## config.mk

```make
export PLATFORM = sky130hd
export DESIGN_NAME = hds_back
export DESIGN_NICKNAME = d
export VERILOG_FILES = /design/src/hw/rtl/hds_pkg.sv /design/src/hw/rtl/hds_back.sv
export SDC_FILE = /design/constraint.sdc
export NUM_CORES = 2
export LEC_CHECK = 0
export BUFFER_PORTS_ARGS = -buffer_cell sky130_fd_sc_hd__buf_2
export CAP_MARGIN = 15
export CORE_MARGIN = 3
export CORE_UTILIZATION = 27
export CTS_BUF_LIST = sky130_fd_sc_hd__clkbuf_4 sky130_fd_sc_hd__clkbuf_8 sky130_fd_sc_hd__clkbuf_16
export CTS_CLUSTER_DIAMETER = 100
export DETAILED_ROUTE_END_ITERATION = 7
export PLACE_DENSITY = 0.45
export SETUP_SLACK_MARGIN = 0.3
export SLEW_MARGIN = 25
export SYNTH_ARGS = -nofsm -noshare
export SYNTH_HDL_FRONTEND = slang
export SYNTH_SLANG_ARGS = --single-unit
export TNS_END_PERCENT = 5
```

## constraint.sdc

```tcl
create_clock -name clk -period 9.4 [get_ports clk]
set_clock_uncertainty 0.15 [all_clocks]
set_input_delay 1.41 -clock clk [delete_from_list [all_inputs] [get_ports clk]]
set_output_delay 1.41 -clock clk [all_outputs]
set_load 0.005 [all_outputs]
```

## src/hw/rtl/hds_pkg.sv

```systemverilog
// Shared types and constants for the heat diffusion stencil step.
// Used by the front end, the job queue, the arithmetic back end and the top level.
package hds_pkg;

  localparam int SAMPLE_W   = 32;
  localparam int IDX_W      = 10;
  localparam int COEF_W     = 16;
  localparam int DIM_W      = 11;
  localparam int MIN_DIM    = 3;
  localparam int CFG_IDX_W  = 2;
  localparam int CFG_DATA_W = 16;
  localparam int S_TDATA_W  = 32;
  localparam int M_TDATA_W  = 56;
  localparam int M_PAD_W    = M_TDATA_W - SAMPLE_W - 2 * IDX_W;
  localparam int Q_DEPTH    = 4;

  localparam logic [CFG_IDX_W-1:0] REG_COEF_X    = 2'd0;
  localparam logic [CFG_IDX_W-1:0] REG_COEF_Y    = 2'd1;
  localparam logic [CFG_IDX_W-1:0] REG_GRID_ROWS = 2'd2;
  localparam logic [CFG_IDX_W-1:0] REG_GRID_COLS = 2'd3;

  typedef logic signed [SAMPLE_W-1:0] sample_t;
  typedef logic [IDX_W-1:0]           idx_t;

  typedef struct packed {
    logic [DIM_W-1:0] rows;
    logic [DIM_W-1:0] cols;
  } dims_t;

  typedef struct packed {
    logic [COEF_W-1:0] cx;
    logic [COEF_W-1:0] cy;
  } coefs_t;

  typedef struct packed {
    logic full;
    logic nearly_full;
  } q_status_t;

  // One stencil job: neighbourhood, positions and what to emit.
  typedef struct packed {
    sample_t ctr;
    sample_t north;
    sample_t south;
    sample_t west;
    sample_t east;
    idx_t    orow;
    idx_t    lrow;
    idx_t    col;
    logic    emit_main;
    logic    border;
    logic    emit_last;
    logic    frame_end;
  } job_t;

  typedef struct packed {
    sample_t value;
    idx_t    row;
    idx_t    col;
    logic    last;
  } result_t;

endpackage

```

## src/hw/rtl/hds_back.sv

```systemverilog
// Back end: stencil arithmetic in three stages, rounding, saturation and
// result sequencing into the output register. Depends on hds_pkg.
module hds_back import hds_pkg::*; (
  input  logic    clk,
  input  logic    rst,
  input  coefs_t  coefs,
  input  logic    q_valid,
  input  job_t    q_job,
  output logic    pop,
  output logic    out_valid,
  input  logic    out_ready,
  output result_t out_res
);

  localparam int DIFF_W = SAMPLE_W + 2;
  localparam int PROD_W = DIFF_W + COEF_W + 1;
  localparam int ACC_W  = PROD_W + 2;
  localparam int HI_W   = ACC_W - SAMPLE_W + 1;

  logic                     s1_valid, s2_valid, s3_valid;
  job_t                     s1_job, s2_job;
  logic signed [DIFF_W-1:0] s1_dv, s1_dh, dv, dh, ctr2;
  logic signed [PROD_W-1:0] s2_pv, s2_ph;
  logic signed [ACC_W-1:0]  acc, quo;
  logic [HI_W-1:0]          quo_hi;
  sample_t                  sat, main_value;

  logic    s3_main_pend, s3_last_pend, s3_fend;
  sample_t s3_main_value, s3_copy_value;
  idx_t    s3_orow, s3_lrow, s3_col;

  logic o_free, emit_now, s3_done, s3_free, s2_free, s1_free;

  // Stall chain from the output register back to the queue
  assign o_free   = !out_valid || out_ready;
  assign emit_now = s3_valid && o_free;
  assign s3_done  = emit_now && !(s3_main_pend && s3_last_pend);
  assign s3_free  = !s3_valid || s3_done;
  assign s2_free  = !s2_valid || s3_free;
  assign s1_free  = !s1_valid || s2_free;
  assign pop      = q_valid && s1_free;

  // Stage 1: second differences
  always_comb begin
    ctr2 = DIFF_W'($signed(q_job.ctr)) <<< 1;
    dv   = DIFF_W'($signed(q_job.north)) + DIFF_W'($signed(q_job.south)) - ctr2;
    dh   = DIFF_W'($signed(q_job.west)) + DIFF_W'($signed(q_job.east)) - ctr2;
  end

  // Stage 3 input: weighted sum, round half up, saturate; border jobs keep the centre value
  always_comb begin
    acc = (ACC_W'($signed(s2_job.ctr)) <<< COEF_W) + ACC_W'(s2_pv) + ACC_W'(s2_ph)
          + ACC_W'(1 << (COEF_W - 1));
    quo    = acc >>> COEF_W;
    quo_hi = quo[ACC_W-1:SAMPLE_W-1];
    if ((&quo_hi) || !(|quo_hi)) sat = quo[SAMPLE_W-1:0];
    else if (quo[ACC_W-1]) sat = {1'b1, {(SAMPLE_W-1){1'b0}}};
    else sat = {1'b0, {(SAMPLE_W-1){1'b1}}};
    main_value = s2_job.border ? s2_job.ctr : sat;
  end

  always_ff @(posedge clk) begin
    if (rst) begin
      s1_valid  <= 1'b0;
      s2_valid  <= 1'b0;
      s3_valid  <= 1'b0;
      out_valid <= 1'b0;
    end else begin
      if (s1_free) s1_valid <= q_valid;
      if (s2_free) s2_valid <= s1_valid;
      if (s3_free) s3_valid <= s2_valid;
      if (emit_now) out_valid <= 1'b1;
      else if (out_ready) out_valid <= 1'b0;
    end
  end

  always_ff @(posedge clk) begin
    if (s1_free) begin
      s1_job <= q_job;
      s1_dv  <= dv;
      s1_dh  <= dh;
    end
    if (s2_free) begin
      s2_job <= s1_job;
      s2_pv  <= $signed({1'b0, coefs.cx}) * s1_dv;
      s2_ph  <= $signed({1'b0, coefs.cy}) * s1_dh;
    end
    if (s3_free) begin
      s3_main_pend  <= s2_job.emit_main;
      s3_last_pend  <= s2_job.emit_last;
      s3_main_value <= main_value;
      s3_copy_value <= s2_job.south;
      s3_orow       <= s2_job.orow;
      s3_lrow       <= s2_job.lrow;
      s3_col        <= s2_job.col;
      s3_fend       <= s2_job.frame_end;
    end else if (emit_now) begin
      s3_main_pend <= 1'b0;
    end
    // Updated value of the row above goes first, then the last-row copy
    if (emit_now) begin
      if (s3_main_pend) begin
        out_res.value <= s3_main_value;
        out_res.row   <= s3_orow;
        out_res.last  <= 1'b0;
      end else begin
        out_res.value <= s3_copy_value;
        out_res.row   <= s3_lrow;
        out_res.last  <= s3_fend;
      end
      out_res.col <= s3_col;
    end
  end

endmodule

```

== After elaboration in Yosys (flattened, before gate mapping) ==
Index checks and enable logic that the tools add are counted.
W data, S select, Z words.

* Flip-flop bits (word level): 520
* Output and inout bits: 55

* $add $sub $neg: 7
* $mul: 2
* Multiplexer cells: 8
* Reduce and logical (&&, ||, !) cells: 19

{| class="wikitable"
|+ Operators by type and width
! kind !! number
|-
| $mul A17 B34 Y51 || 2
|-
| $mux W32 || 3
|-
| $sub A33 B33 Y34 || 2
|-
| $add A32 B32 Y33 || 2
|-
| $add A52 B51 Y53 || 1
|-
| $add A53 B17 Y53 const B || 1
|-
| $add A48 B51 Y52 || 1
|-
| $mux W42 || 1
|-
| $logic_not A1 Y1 || 6
|-
| $reduce_and A6 Y1 || 1
|-
| $reduce_or A6 Y1 || 1
|-
| $logic_or A1 B1 Y1 || 5
|-
| $logic_and A1 B1 Y1 || 4
|-
| $mux W1 || 4
|-
| $reduce_bool A2 Y1 || 2
|}

== Logic depth before layout (Yosys ltp) ==
* Depth in word-level cells: 8
* Mapped depth: 27
* Gate-level depth less buffers: 25

== Worst setup path after synthesis ==
Ideal clock, no wire load.

* Path type: in2reg
* Start point: input coefs[24] (netlist bit)
* End point: register s2_pv[32] (data pin)
* Arrival time: 7.623 ns
* Required time: 8.985 ns
* Path slack: 1.362 ns
* Stages on the path: 26
* Buffers on the path: 2
* Path through: clkbuf_1 clkbuf_1 nand2_1 fa_1 inv_1 fa_1 inv_1 fa_1 inv_1 fa_1 fa_1 inv_1 fa_1 inv_1 ha_1 nand4_1 nor2_1 o311ai_1 a31o_2 a31oi_1 nor2_1 o31a_1 o21bai_2 a41oi_1 and4b_1 or3_1

* Cells in the longest elaborated chain, start to end: 1

{| class="wikitable"
|+ RTL lines
! what !! line !! text
|-
| start: declaration || hds_back.sv:6 || <nowiki>input coefs_t coefs,</nowiki>
|-
| $mul A17 B34 Y51 || hds_back.sv:85 || <nowiki>s2_pv <= $signed({1'b0, coefs.cx}) * s1_dv;</nowiki>
|-
| end signal: assignment || hds_back.sv:85 ||
|-
| end: declaration || hds_back.sv:23 || <nowiki>logic signed [PROD_W-1:0] s2_pv, s2_ph;</nowiki>
|}

Every way passes these cells.
A chain may end at the register's enable or synchronous reset.

== Worst setup path after layout ==
* Start point: input coefs[18] (netlist bit)
* End point: register s2_pv[45] (data pin)

The elaborated chain is that of the path after synthesis.

==> results.cfg <==
[drt]
wl_um = 195100
viasPerCell = 4.501
antenna_left = 0
drtIter0Drc = 2365
drtPass1Iterations = 5
dr_total_vias = 42450
wl_per_cell_um = 20.68
remaining_drc_errors = 0

[worst_setup_path]
start_kind = input pin
critPathMaxFanout = 19
cp.arrival_ns = 8.51
required_ns = 9.66
critPathCaptureType = flop
critPathKind = input pin to flop

[yosys]
synth_nets = 7865
synth_cell_types = 82
async_flop_share = 0
yosysSeqAreaShare = 0.2477
syn_inst = 6129
synthFlopType = edfxtp_1
synth_area_um2 = 62870
synth_warnings = 0
avgSynthCellArea_um2 = 10.26
synth-edff-count = 516
ys_seq_elements = 520

[global_route]
grt.total_usage = 0.1675
grt_pass1_vias = 46510
antenna_found_initial = 35
grt_first_pass_wirelength_um = 298600
grt_max_degree = 139
grt-ovfl-total = 0

[cts]
hold_buffers = 0
post_cts_buffers = 0
clk_latency_ns = 0.68
h-tree-depth = 3
clock_path_buffers = 3
cts-root-buf = clkbuf_16
cts_resized = 0
cts_tree = built
cts_buffers = 69
cts.clk_slew.worst_paths_ns = 0.06
clock_sinks = 520

[timing]
tns_ns = 0
setup_viol = 0
slew_violations = 0
period_share = 0.8771
rsz0062_at_grt = false
period_needed_ns = 8.245
hold_violations = 0
relSlewSlack = 0.3195
clock.fmax_mhz = 121.3
worst_slew_pin_slew_ns = 1.021

[outcome]
status = finished, final reports clean

[floorplanning]
fp.coreArea_um2 = 230800
start_util = 0.2724
io_pins = 285
die_w_um = 488.5
die-area_um2 = 238700
dieHeight_um = 488.5
rows = 176

[placement]
port_buffers = 284
dpl.hpwl_um = 158800
gp_congestion = 0.8550

[cells_and_area]
fillCellCount = 24000
area_growth_pct = 11.63
drive_above_1_share = 0.08564
nets = 8083

[flow_run]
max_cap_viol_count = 0

[hold_path]
hp-class = flop to flop
path summary, 6_finish.rpt:
check	end	cells after the start	slack, ns	startpoint
hold reg to reg	s2_job[112]	0	0.24	s1_job[112]
hold / removal	s2_job[112]	0	0.24	s1_job[112]
setup / recovery	s2_pv[45]	25	1.15	coefs[18]
setup reg to reg	s2_ph[47]	23	1.42	s1_dh[9]
through the flow:
step           worst slack (ns)  hold WS [ns]  instances  utilization  area, um2
6_report                  1.155        0.2404       9432       0.3041      70180
4_1_cts                   1.119        0.2338       9425       0.3040      70150
3_5_place_dp             0.4277        0.2545       9302       0.2939      67820
5_1_grt                  0.7405        0.2365       9426       0.3040      70160
2_1_floorplan             1.362        0.2503       6129            -      62870
3_3_place_gp             0.3349        0.2511       9302       0.2939      67820
sequential cells by signal, indices dropped and copies added, names as in the netlist, 10 cells and up:
register       cells
s1_dv             34
s3_lrow           10
s2_pv             51
s3_main_value     32
s3_copy_value     32
s2_job            98
out_res           53
s3_orow           10
s1_job            98
s1_dh             34
s2_ph             51
s3_col            10
critical path, stage by stage:
cell      delay [ns]
buf_2           0.35
buf_4           0.36
nand2_1         0.12
fa_1            0.56
fa_1            0.54
fa_1            0.52
inv_1           0.05
fa_1            0.53
fa_1            0.52
inv_1           0.06
fa_1            0.48
inv_1           0.04
ha_1            0.36
nand4_1         0.17
nor3_1          0.21
o311ai_0        0.24
o211ai_1        0.17
buf_4           0.17
o311ai_1        0.14
o31ai_1         0.43
a21oi_1         0.23
a211o_1         0.36
and2_1          0.20
o21ai_1         0.16
xor2_1          0.09
per-layer routing:
metal | up-vias | routed length, um | global-route usage
li1 | 19230 | - | -
met1 | 22110 | 86740 | 0.2248
met2 | 897 | 93820 | 0.2825
met3 | 200 | 8541 | 0.02114
met4 | 12 | 5908 | 0.04878
met5 | - | 83 | 0
cell usage in the layout (no fill, tap or decap), types with 15 or more instances in the layout:
| cell | count |
|---|---|
| a211oi_1 | 15 |
| a21o_1 | 89 |
| a21oi_1 | 176 |
| a22oi_1 | 31 |
| a31oi_1 | 21 |
| and2_1 | 406 |
| and3_1 | 22 |
| buf_2 | 284 |
| buf_4 | 69 |
| clkbuf_16 | 70 |
| edfxtp_1 | 516 |
| fa_1 | 1133 |
| ha_1 | 373 |
| inv_1 | 1481 |
| mux2_2 | 42 |
| nand2_1 | 847 |
| nand2b_1 | 31 |
| nand3_1 | 31 |
| nand4_1 | 21 |
| nor2_1 | 112 |
| nor2b_1 | 26 |
| nor3_1 | 31 |
| o21a_1 | 33 |
| o21ai_0 | 108 |
| o21bai_1 | 22 |
| xnor2_1 | 128 |
| xor2_1 | 53 |
kinds of logic (layout without fill, tap and decap cells):
kind of cell             Yosys count  in the layout  share of synthesized area
other                              0              7                          0
AND/OR/NAND/NOR                 1577           1577                     0.1185
XOR/XNOR                         181            181                    0.02522
flip-flops                       520            520                     0.2477
multiplexers                      45             45                   0.008000
buffers and inverters           1691           1961                     0.1023
AO/OA/AOI/OAI                    609            609                    0.06323
adder cells (fa/ha/maj)         1506           1506                     0.4350
cell type report:
| cell class | count | area (um2) | share of cell area |
|---|---|---|---|
| Tap cell | 3026 | 3786 | 0.05395 |
| Antenna cell | 7 | 17.52 | 0.0002496 |
| Clock inverter | 43 | 508.0 | 0.007238 |
| Multi-Input combinational cell | 3918 | 40900 | 0.5828 |
| Timing Repair Buffer | 356 | 1999 | 0.02849 |
| Inverter | 1482 | 5568 | 0.07934 |
| Sequential cell | 520 | 15570 | 0.2219 |
| Clock buffer | 80 | 1827 | 0.02603 |
cell usage after synthesis, drive strengths merged (23+ instances only):
cell	count	area share
a21oi	177	0.014
nand2	848	0.051
and3	25	0.0026
fa	1133	0.36
o21a	33	0.0039
nand2b	31	0.0031
clkbuf	198	0.012
nor3	31	0.0025
inv	1482	0.088
o21bai	23	0.0028
nor2b	26	0.0026
nor2	112	0.0067
edfxtp	516	0.25
a22oi	31	0.0037
xor2	53	0.0074
mux2	42	0.0075
xnor2	128	0.018
nand3	32	0.0025
a21o	93	0.011
ha	373	0.074
o21ai	117	0.0093
and2	408	0.041
Power is not shown: default switching activity piles up to over one toggle a cycle in this logic, so the estimate is an artifact.
