[src/hw/rtl/hds_pkg.sv]
// Shared types and constants for the heat diffusion stencil step.
// Used by the front end, the job queue, the arithmetic back end and the top level.
package hds_pkg;

  localparam int SAMPLE_W   = 32;
  localparam int IDX_W      = 10;
  localparam int COEF_W     = 16;
  localparam int DIM_W      = 11;
  localparam int MIN_DIM    = 3;
  localparam int CFG_IDX_W  = 2;
  localparam int CFG_DATA_W = 16;
  localparam int S_TDATA_W  = 32;
  localparam int M_TDATA_W  = 56;
  localparam int M_PAD_W    = M_TDATA_W - SAMPLE_W - 2 * IDX_W;
  localparam int Q_DEPTH    = 4;

  localparam logic [CFG_IDX_W-1:0] REG_COEF_X    = 2'd0;
  localparam logic [CFG_IDX_W-1:0] REG_COEF_Y    = 2'd1;
  localparam logic [CFG_IDX_W-1:0] REG_GRID_ROWS = 2'd2;
  localparam logic [CFG_IDX_W-1:0] REG_GRID_COLS = 2'd3;

  typedef logic signed [SAMPLE_W-1:0] sample_t;
  typedef logic [IDX_W-1:0]           idx_t;

  typedef struct packed {
    logic [DIM_W-1:0] rows;
    logic [DIM_W-1:0] cols;
  } dims_t;

  typedef struct packed {
    logic [COEF_W-1:0] cx;
    logic [COEF_W-1:0] cy;
  } coefs_t;

  typedef struct packed {
    logic full;
    logic nearly_full;
  } q_status_t;

  // One stencil job: neighbourhood, positions and what to emit.
  typedef struct packed {
    sample_t ctr;
    sample_t north;
    sample_t south;
    sample_t west;
    sample_t east;
    idx_t    orow;
    idx_t    lrow;
    idx_t    col;
    logic    emit_main;
    logic    border;
    logic    emit_last;
    logic    frame_end;
  } job_t;

  typedef struct packed {
    sample_t value;
    idx_t    row;
    idx_t    col;
    logic    last;
  } result_t;

endpackage

[src/hw/rtl/hds_queue.sv]
// Short job queue between the front end and the arithmetic back end.
// Depends on hds_pkg.
module hds_queue import hds_pkg::*; (
  input  logic      clk,
  input  logic      rst,
  input  logic      push,
  input  job_t      push_job,
  input  logic      pop,
  output logic      head_valid,
  output job_t      head_job,
  output q_status_t stat
);

  localparam int PW = $clog2(Q_DEPTH);

  job_t        entries [Q_DEPTH];
  logic [PW-1:0] wr_ptr, rd_ptr;
  logic [PW:0]   count;
  logic          do_pop;

  assign head_valid       = (count != '0);
  assign head_job         = entries[rd_ptr];
  assign do_pop           = pop && head_valid;
  assign stat.full        = (count == (PW+1)'(Q_DEPTH));
  assign stat.nearly_full = (count >= (PW+1)'(Q_DEPTH - 1));

  always_ff @(posedge clk) begin
    if (rst) begin
      wr_ptr <= '0;
      rd_ptr <= '0;
      count  <= '0;
    end else begin
      if (push) wr_ptr <= wr_ptr + 1'b1;
      if (do_pop) rd_ptr <= rd_ptr + 1'b1;
      if (push && !do_pop) count <= count + 1'b1;
      else if (do_pop && !push) count <= count - 1'b1;
    end
  end

  always_ff @(posedge clk) begin
    if (push) entries[wr_ptr] <= push_job;
  end

endmodule

[config.mk]
export PLATFORM = sky130hd
export DESIGN_NAME = hds_queue
export DESIGN_NICKNAME = d
export VERILOG_FILES = /design/src/hw/rtl/hds_pkg.sv /design/src/hw/rtl/hds_queue.sv
export SDC_FILE = /design/constraint.sdc
export NUM_CORES = 1
export LEC_CHECK = 0
export ABC_AREA = 0
export ABC_CLOCK_PERIOD_IN_PS = 7600
export BUFFER_PORTS_ARGS = -buffer_cell sky130_fd_sc_hd__clkbuf_2
export CAP_MARGIN = 20
export CORE_AREA = 2 2 311 313
export DETAILED_ROUTE_END_ITERATION = 8
export DIE_AREA = 0 0 313 315
export HOLD_SLACK_MARGIN = 0.1
export SLEW_MARGIN = 20
export SYNTH_ARGS = -nofsm -noshare
export SYNTH_HDL_FRONTEND = slang
export SYNTH_SLANG_ARGS = --single-unit
[constraint.sdc]
create_clock -name clk -period 7.6 [get_ports clk]
set_input_delay 1.14 -clock clk [delete_from_list [all_inputs] [get_ports clk]]
set_output_delay 1.14 -clock clk [all_outputs]
set_load 0.01 [all_outputs]
==> Word-level counts from Yosys, hierarchy flattened <==
Memories as Yosys holds them, arrays and structs flattened. A register that Yosys moved wholly into a read port is not among the register bits.
Index checks and enable logic that the tools add are counted.
{ "totals": {"mem_bits_rw": 776, "register_bits": 7, "latch_bits": 0, "memories": 1, "mem_bits_ro": 0, "in_bits": 198} }
{ "classes": {"multipliers": 0, "n_reduce_logical": 7, "shifts": 0, "order_cmp": 1, "add_sub_neg": 4, "n_eq_ne": 1, "bitwise": 0, "n_mux": 6, "n_div": 0} }
{ "mem_list": {"columns": ["name", "words", "word_bits", "rd", "rd_ports_with_merged_regs", "write_ports", "line", "text"], "rows": [
  ["entries", 4, 194, 1, 1, 1, "hds_queue.sv:16", "job_t entries [Q_DEPTH];"]
]} }
{ "op_table": {"columns": ["op", "n"], "rows": [
  ["$mux W3", 2],
  ["$add A2 B1 Y2 const B", 2],
  ["$mux W2", 2],
  ["$add A3 B1 Y3 const B", 1],
  ["$eq A3 B3 Y1 const B", 1],
  ["$ge A3 B2 Y1 const B", 1],
  ["$logic_and A1 B1 Y1", 3],
  ["$reduce_bool A3 Y1", 1],
  ["$sub A3 B1 Y3 const B", 1],
  ["$logic_not A1 Y1", 2],
  ["$mux W1", 2],
  ["$reduce_bool A2 Y1", 1]
]} }

==> Logic depth before layout (Yosys ltp) <==
Gate-level depths: netlist of the first run.
{ "depth": {"ltp_word": 5, "depth_mapped": 7} }

==> Least setup slack after synthesis of the first run <==
No wires, ideal clock.
{ "synth_path": {"path_kind": "input port to flip-flop", "start": "in push", "end": "mem entries[0][0] in the netlist's numbering, enable pin", "setup_time_ps": 577, "arrival_ps": 5544, "path_slack_ps": 1479, "path_buffers": 0, "t_required_ps": 7023, "path_stages": 1, "cell_sequence": "and2_1"} }
{ "synth_via": {"elab_chain_cells": 2} }
{ "synth_rtl": {"columns": ["item", "line", "text"], "rows": [
  ["start: declaration", "hds_queue.sv:6", "input logic push,"],
  ["$mux W1", "hds_queue.sv:41", "if (push) entries[wr_ptr] <= push_job;"],
  ["$mux W1 (implied by the code)", "hds_queue.sv:41", null],
  ["end: declaration", "hds_queue.sv:16", null]
]} }
Every way passes these cells.

==> reports/results.txt, run 1 <==
Sw Share - 25.8%
Seq pwr share - 45.1%
Outcome - finished, final reports clean
Switch Pwr - 2.91 mW
Async set-reset flop share out of synthesis - 0%
Synth cell count leaders - edfxtp_1 (776), mux4_2 (194), buf_2 (21)
CTS Buf Count - 85
Number of setup buffers added after CTS - 0
Starting Density - 29.7%
Layout cells sized above 1 - 46.2%
Worst Tran Pin Value - 0.992 ns
Die X - 313 um
CP max FO - 55
DRC viols - 0
NumNets Final - 1712
Setup tns final - 0 ns
Startpoint class of the critical path - flip-flop
Max-cap viol count - 0
Clock power share - 35.2%
Power Dens Cells - 326 nW/um^2
Reg clk slew, reported paths - 0.06 ns
Endpoints failing setup - 0
Yosys top cell by area - edfxtp_1
Drt first-iter violations - 915
Fin crit share - 55.4%
Cell internal pwr - 8.37 mW
Vias in the first global route - 13700
Largest cells by area after synthesis - edfxtp_1 (82%), mux4_2 (15%), buf_6 (0.75%), dfxtp_1 (0.63%), buf_2 (0.37%)
Routed Antenna Nets - 0
Critical path class - flip-flop to output pin
Number of vias per cell - 4.43
Top delay family on crit path - flip-flops
H-tree depth - 3
Yosys warnings - 0
Mapped Cells - 1059
Initial antenna violation count - 9
Row Count - 114
Port-buffer cells - 394
Register area share after synthesis - 82.5%
Max VDD drop - 288 uV
Clk buf depth - 3
CP arrival - 3.07 ns
Grt ovf - 0
Fin. max-slew vios - 0
Post-synth EDFFs - 776
Slew headroom - 33.9%
Syn nets - 1263
Post-synth top area share - 81.9%
Share of total power in combinational logic - 19.7%
Most frequent cell after synthesis - edfxtp_1
Die Ht - 315 um
P_leak - 11.4 nW
Mean Syn Cell Area - 26.9 sq um
Worst hold path type - flip-flop to flip-flop
First-pass GRT wire length - 86800 um
Final Critical Period - 4.21 ns
DRT Pass-1 Iters - 4
CP max stage delay - 0.97 ns
Crit path max-delay cell type - dfxtp_4
Setup repair after global routing missed its margin - no
Hold Fails Final Rpt - 0
Fill count - 8740
Worst path required time - 6.46 ns
# resized after CTS - 0
Largest net degree at the start of global routing - 118
Clk_lat worst skew - 0.65 ns
Clk_skew - 0.0191 ns
Routed length per placed instance - 20.7 um
Post-Route WL - 59100 um
Critical Path, Cell by Cell - buf_4 -> mux4_2 -> clkbuf_2
Synth Register Bits - 785
HPWL Detailed - 35100 um
GPL Wtd Cong - 0.704
Main synth FF type - edfxtp_1
CTS tree - built
P&R area growth vs syn - 21.6%
Clock sink total - 785
CTS root buffer - clkbuf_16
Endpoint class of the critical path - output pin
Post-synthesis cell area - 28500 sq um
Die Footprint - 98600 sq um
Total GRT Usage - 11.8%
Io pins - 395
Core footprint - 95700 sq um
Design area - 34600 sq um
CP bufs+invs - 2
Fmax - 237 MHz
Vias - 12700
CTS Hold Bufs - 0
Cell Area, Placed - 31900 sq um
Synth unique cells - 21
[state kept, by name (all words and copies together) (netlist names), named ones only]
signal,count
count,3
entries,776
rd_ptr,2
wr_ptr,2
[placed cells by master (no fill, tap or decap), types with 4 or more instances in the layout]
cell type / count
xor2_1: 4
clkbuf_2: 394
clkbuf_16: 85
mux4_2: 194
clkbuf_1: 20
ha_1: 5
nor2_1: 7
clkinv_2: 18
edfxtp_1: 776
bufinv_16: 7
dfxtp_1: 7
buf_4: 6
and2_4: 4
buf_12: 7
clkinv_1: 14
[power groups by stage]
stage | sequential [mW] | clock (mW) | combinational [mW]
5_1_grt | 5.11 | 4.26 | 2.41
6_report | 5.09 | 3.96 | 2.23
4_1_cts | 5.10 | 4.11 | 2.30
3_3_place_gp | 5.17 | 0 | 2.28
2_1_floorplan | 5.15 | 0 | 1.56
3_5_place_dp | 5.19 | 0 | 2.30
[worst reg2reg max path: cells and delay by family (launching register included)]
kind,cells,cell delay [ns]
and+or+nand+nor,1,0.53
buffers and inverters,3,1.17
DFF,1,0.34
adders and majority gates,1,0.14
[through the flow]
stage                     setup slack (ns)  util, %  total power, mW  std cells  hold WS, ns
final                                 3.39     36.1             11.3       2856        0.532
after global routing                  3.18     36.1             11.8       2853        0.551
after CTS                             3.21     36.1             11.5       2853        0.532
after detailed placement              3.93     33.3             7.48       2697        0.507
after global placement                3.97     33.3             7.45       2697        0.508
after floorplan                       1.48        -             6.71       1059        0.485
[kinds of logic (layout without fill, tap and decap cells)]
kind of cell | Yosys count | count (layout) | synth area share (%)
flops | 785 | 785 | 82.5
mux | 196 | 196 | 15.4
buf+inv | 48 | 566 | 1.23
simple gates | 14 | 14 | 0.251
fa+ha+maj | 6 | 6 | 0.290
compound gates | 5 | 5 | 0.119
xor+xnor | 5 | 5 | 0.154
other cells | 0 | 3 | 0
[layout make-up]
type | instances | area [sq um] | share of cell area (%)
clock inverters | 51 | 493 | 1.43
clock buffers | 105 | 2200 | 6.37
flip-flops and latches | 785 | 23500 | 67.9
diodes | 3 | 7.51 | 0.0217
repair buffers | 407 | 2160 | 6.24
inverters | 3 | 11.3 | 0.0326
well taps | 1276 | 1600 | 4.62
multi-input cells | 226 | 4630 | 13.4
[path summary, 6_finish.rpt]
check,from,to,slack [ns],cells after the start
setup reg to reg,wr_ptr[1]$_SDFFE_PP0P_,entries[1][3]$_DFFE_PP_,5.01,5
setup / recovery,flip-flop,head_job[183],3.39,3
hold / removal,rd_ptr[0]$_SDFFE_PP0P_,flip-flop,0.53,2
hold reg to reg,rd_ptr[0]$_SDFFE_PP0P_,flip-flop,0.53,2
[routing by layer]
layer  share of wire [%]  track usage (%)  vias to the layer above  wire, um
met5                0.13                0                        -        77
met4                 2.2             4.14                       12      1310
met3                 8.1             4.33                      100      4810
met2                  49             19.2                      343     29200
met1                  40             14.4                     6684     23700
li1                    -                -                     5519         -
(Power assumes the default switching activity.)
==> run 2, diff against run 1 <==
- ABC_AREA: 0 -> 1
- ABC_CLOCK_PERIOD_IN_PS: 7600 -> 4300
- CORE_AREA: 2 2 311 313 -> 2 2 314 316
- DIE_AREA: 0 0 313 315 -> 0 0 316 318
- clock period: 7.6 -> 4.3 ns (I/O delays scaled with it)
==> run 2 against run 1 <==
Against the previous run: register-to-register slack got worse by 3.1 ns; critical path depth rose by 2; first-iteration DRC count increased by 53%; critical path type unchanged; largest power group unchanged.
==> reports/results.txt, run 2 <==
Outcome - finished, final reports clean
Grt ovf - 0 (unchanged)
Reg clk slew, reported paths - 0.06 ns (about the same)
Port-buffer cells - 394 (unchanged)
Share of total power in combinational logic - 17.6% (-2.1 points)
Fmax - 275 MHz
Cell internal pwr - 13.9 mW (+66%)
Yosys top cell by area - edfxtp_1
CP arrival - 2.99 ns (-0.08 ns)
Pwr Total - 19.2 mW (+70%)
Routed length per placed instance - 18.6 um (-10%)
Syn nets - 2144 (+70%)
Most frequent cell after synthesis - edfxtp_1
CTS root buffer - clkbuf_16
CTS tree - built
Synth unique cells - 19 (-9.5%)
Final WS setup - 0.664 ns (-2.72 ns)
Io pins - 395 (unchanged)
Most frequent cells in the layout - edfxtp_1 (776), clkbuf_2 (394), nor2_1 (393)
Register area share after synthesis - 81.0% (-1.5 points)
Place WS - 1.33 ns (-2.60 ns)
Clk_skew - 0.0182 ns (-0.000863 ns)
Largest cells by area after synthesis - edfxtp_1 (80%), o21ai_0 (5.8%), nor2_1 (5.1%), o22ai_1 (4.2%), buf_2 (1.1%)
Final Critical Period - 3.64 ns
Yosys warnings - 0 (unchanged)
Cell Area, Placed - 32400 sq um (+1.5%)
Fin crit share - 84.6%
Design area - 35000 sq um (+1.1%)
Endpoints failing setup - 0 (unchanged)
CTS Buf Count - 84 (-1.2%)
Die X - 316 um (+0.96%)
Seq pwr share - 46.4% (+1.3 points)
DRT Pass-1 Iters - 6 (+2)
Switch Pwr - 5.30 mW (+82%)
# resized after CTS - 0 (unchanged)
Core footprint - 97400 sq um (+1.8%)
Largest net degree at the start of global routing - 200 (+69%)
Layout Utilization - 35.9% (-0.23 points)
Fin. max-slew vios - 0 (unchanged)
Post-Route WL - 68100 um (+15%)
Fill count - 9242 (+5.7%)
Hold Fails Final Rpt - 0 (unchanged)
Mean Syn Cell Area - 14.9 sq um (-44%)
Number of setup buffers added after CTS - 0 (unchanged)
GPL Wtd Cong - 0.738 (+4.8%)
Largest register FFs - 776 (unchanged)
Critical path class - flip-flop to output pin
Top reg by flops - entries
Max VDD drop - 479 uV (+66%)
Clk buf depth - 3 (unchanged)
Endpoint class of the critical path - output pin
Worst hold path type - input pin to flip-flop
Initial antenna violation count - 3 (-6)
Max-cap viol count - 0 (unchanged)
Clock power share - 36.0% (+0.8 points)
Startpoint class of the critical path - flip-flop
Setup tns final - 0 ns (unchanged)
Starting Density - 29.8% (+0.036 points)
Main synth FF type - edfxtp_1
Layout cells sized above 1 - 22.6% (-24 points)
Register Area - 23500 sq um (unchanged)
Vias in the first global route - 16600 (+21%)
Die Footprint - 100000 sq um (+1.9%)
Multi-input logic area - 4850 sq um (+4.7%)
Setup repair after global routing missed its margin - no
Clk_lat worst skew - 0.63 ns (-0.02 ns)
Number of vias per cell - 4.68 (+5.7%)
H-tree depth - 3 (unchanged)
P_leak - 12.0 nW (+5.2%)
Vias - 17200 (+36%)
Synth Register Bits - 785 (unchanged)
Clock sink total - 785 (unchanged)
Most common cell after layout, fill and taps aside - edfxtp_1
Slew headroom - 17.7% (-16 points)
Worst Tran Pin Value - 1.23 ns (+0.243 ns)
Total GRT Usage - 13.1% (+1.3 points)
DRC viols - 0 (unchanged)
Post-synth top area share - 80.4% (-1.5 points)
Async set-reset flop share out of synthesis - 0% (unchanged)
Post-synth EDFFs - 776 (unchanged)
Die Ht - 318 um (+0.95%)
Routed Antenna Nets - 0 (unchanged)
CTS Hold Bufs - 0 (unchanged)
Power Dens Cells - 548 nW/um^2 (+68%)
Regs by FF count - entries x776, count x3
Sw Share - 27.7% (+1.9 points)
P&R area growth vs syn - 20.6%
Mapped Cells - 1940 (+83%)
Post-synthesis cell area - 29000 sq um (+1.9%)
Worst path required time - 3.65 ns (-2.81 ns)
HPWL Detailed - 37400 um (+6.4%)
CP max FO - 141 (+160%)
Row Count - 115 (+0.88%)
First-pass GRT wire length - 101000 um (+16%)
Synth cell count leaders - edfxtp_1 (776), nor2_1 (393), o21ai_0 (338)
Drt first-iter violations - 1396 (+53%)
NumNets Final - 2521 (+47%)
run 2: changes by cell type in the layout (fill, tap and decap cells not counted), moves of 17 or more:
cell,delta
mux4_2,-194
o21ai_1,+54
nand2_1,+17
o22ai_1,+194
nor2_1,+386
o21ai_0,+337
run 2: path summary, 6_finish.rpt:
kind | cells after the start | startpoint | end | slack [ns]
hold reg to reg | 2 | rd_ptr[1]$_SDFFE_PP0P_ | flip-flop | 0.49
setup / recovery | 5 | flip-flop | head_job[16] | 0.66
hold / removal | 2 | rst | flip-flop | 0.22
setup reg to reg | 6 | wr_ptr[0]$_SDFFE_PP0P_ | entries[0][108]$_DFFE_PP_ | 1.90
run 2: per-stage QoR:
step	hold WS, ns	instances
floorplan	0.459	1940
global placement	0.473	3518
detailed placement	0.482	3518
CTS	0.164	3662
global route	0.177	3663
finish	0.220	3664
run 2: per-layer routing:
metal | wire [um] | global-route usage, % | vias up
met5 | 26 | 0 | -
met1 | 27700 | 15.8 | 8513
li1 | - | - | 8132
met3 | 4310 | 3.59 | 106
met4 | 1660 | 4.37 | 4
met2 | 34400 | 22.6 | 407
run 2: cell families (layout without fill, tap and decap cells):
| logic type | Yosys count | count (layout) | synth area share [%] |
|---|---|---|---|
| AO/OA/AOI/OAI | 592 | 592 | 11.1 |
| adder cells (fa/ha/maj) | 6 | 6 | 0.285 |
| buffers and inverters | 143 | 578 | 2.29 |
| flip-flops | 785 | 785 | 81.0 |
| other | 0 | 2 | 0 |
| AND/OR/NAND/NOR | 414 | 414 | 5.38 |
run 2: final cells by class:
cell class	instances	area share, %
clock buffers	103	6.34
flip-flops and latches	785	67.2
clock inverters	41	1.15
well taps	1287	4.60
inverters	16	0.265
repair buffers	418	6.62
multi-input cells	1012	13.9
diodes	2	0.0143
run 2: critical path: stages (launching register included):
cell and delay [ns]:
dfxtp_4 0.71, clkinv_8 0.54, buf_4 0.47, o21ai_0 0.21, o22ai_1 0.10, clkbuf_2 0.16
run 2: power groups by stage:
| stage | Clock, mW | Combinational [mW] | Sequential [mW] |
|---|---|---|---|
| detailed placement | 0 | 3.44 | 9.06 |
| CTS | 7.07 | 3.45 | 8.90 |
| finish | 6.89 | 3.37 | 8.90 |
| floorplan | 0 | 1.99 | 9.02 |
| global placement | 0 | 3.40 | 9.05 |
| global route | 7.38 | 3.71 | 8.93 |
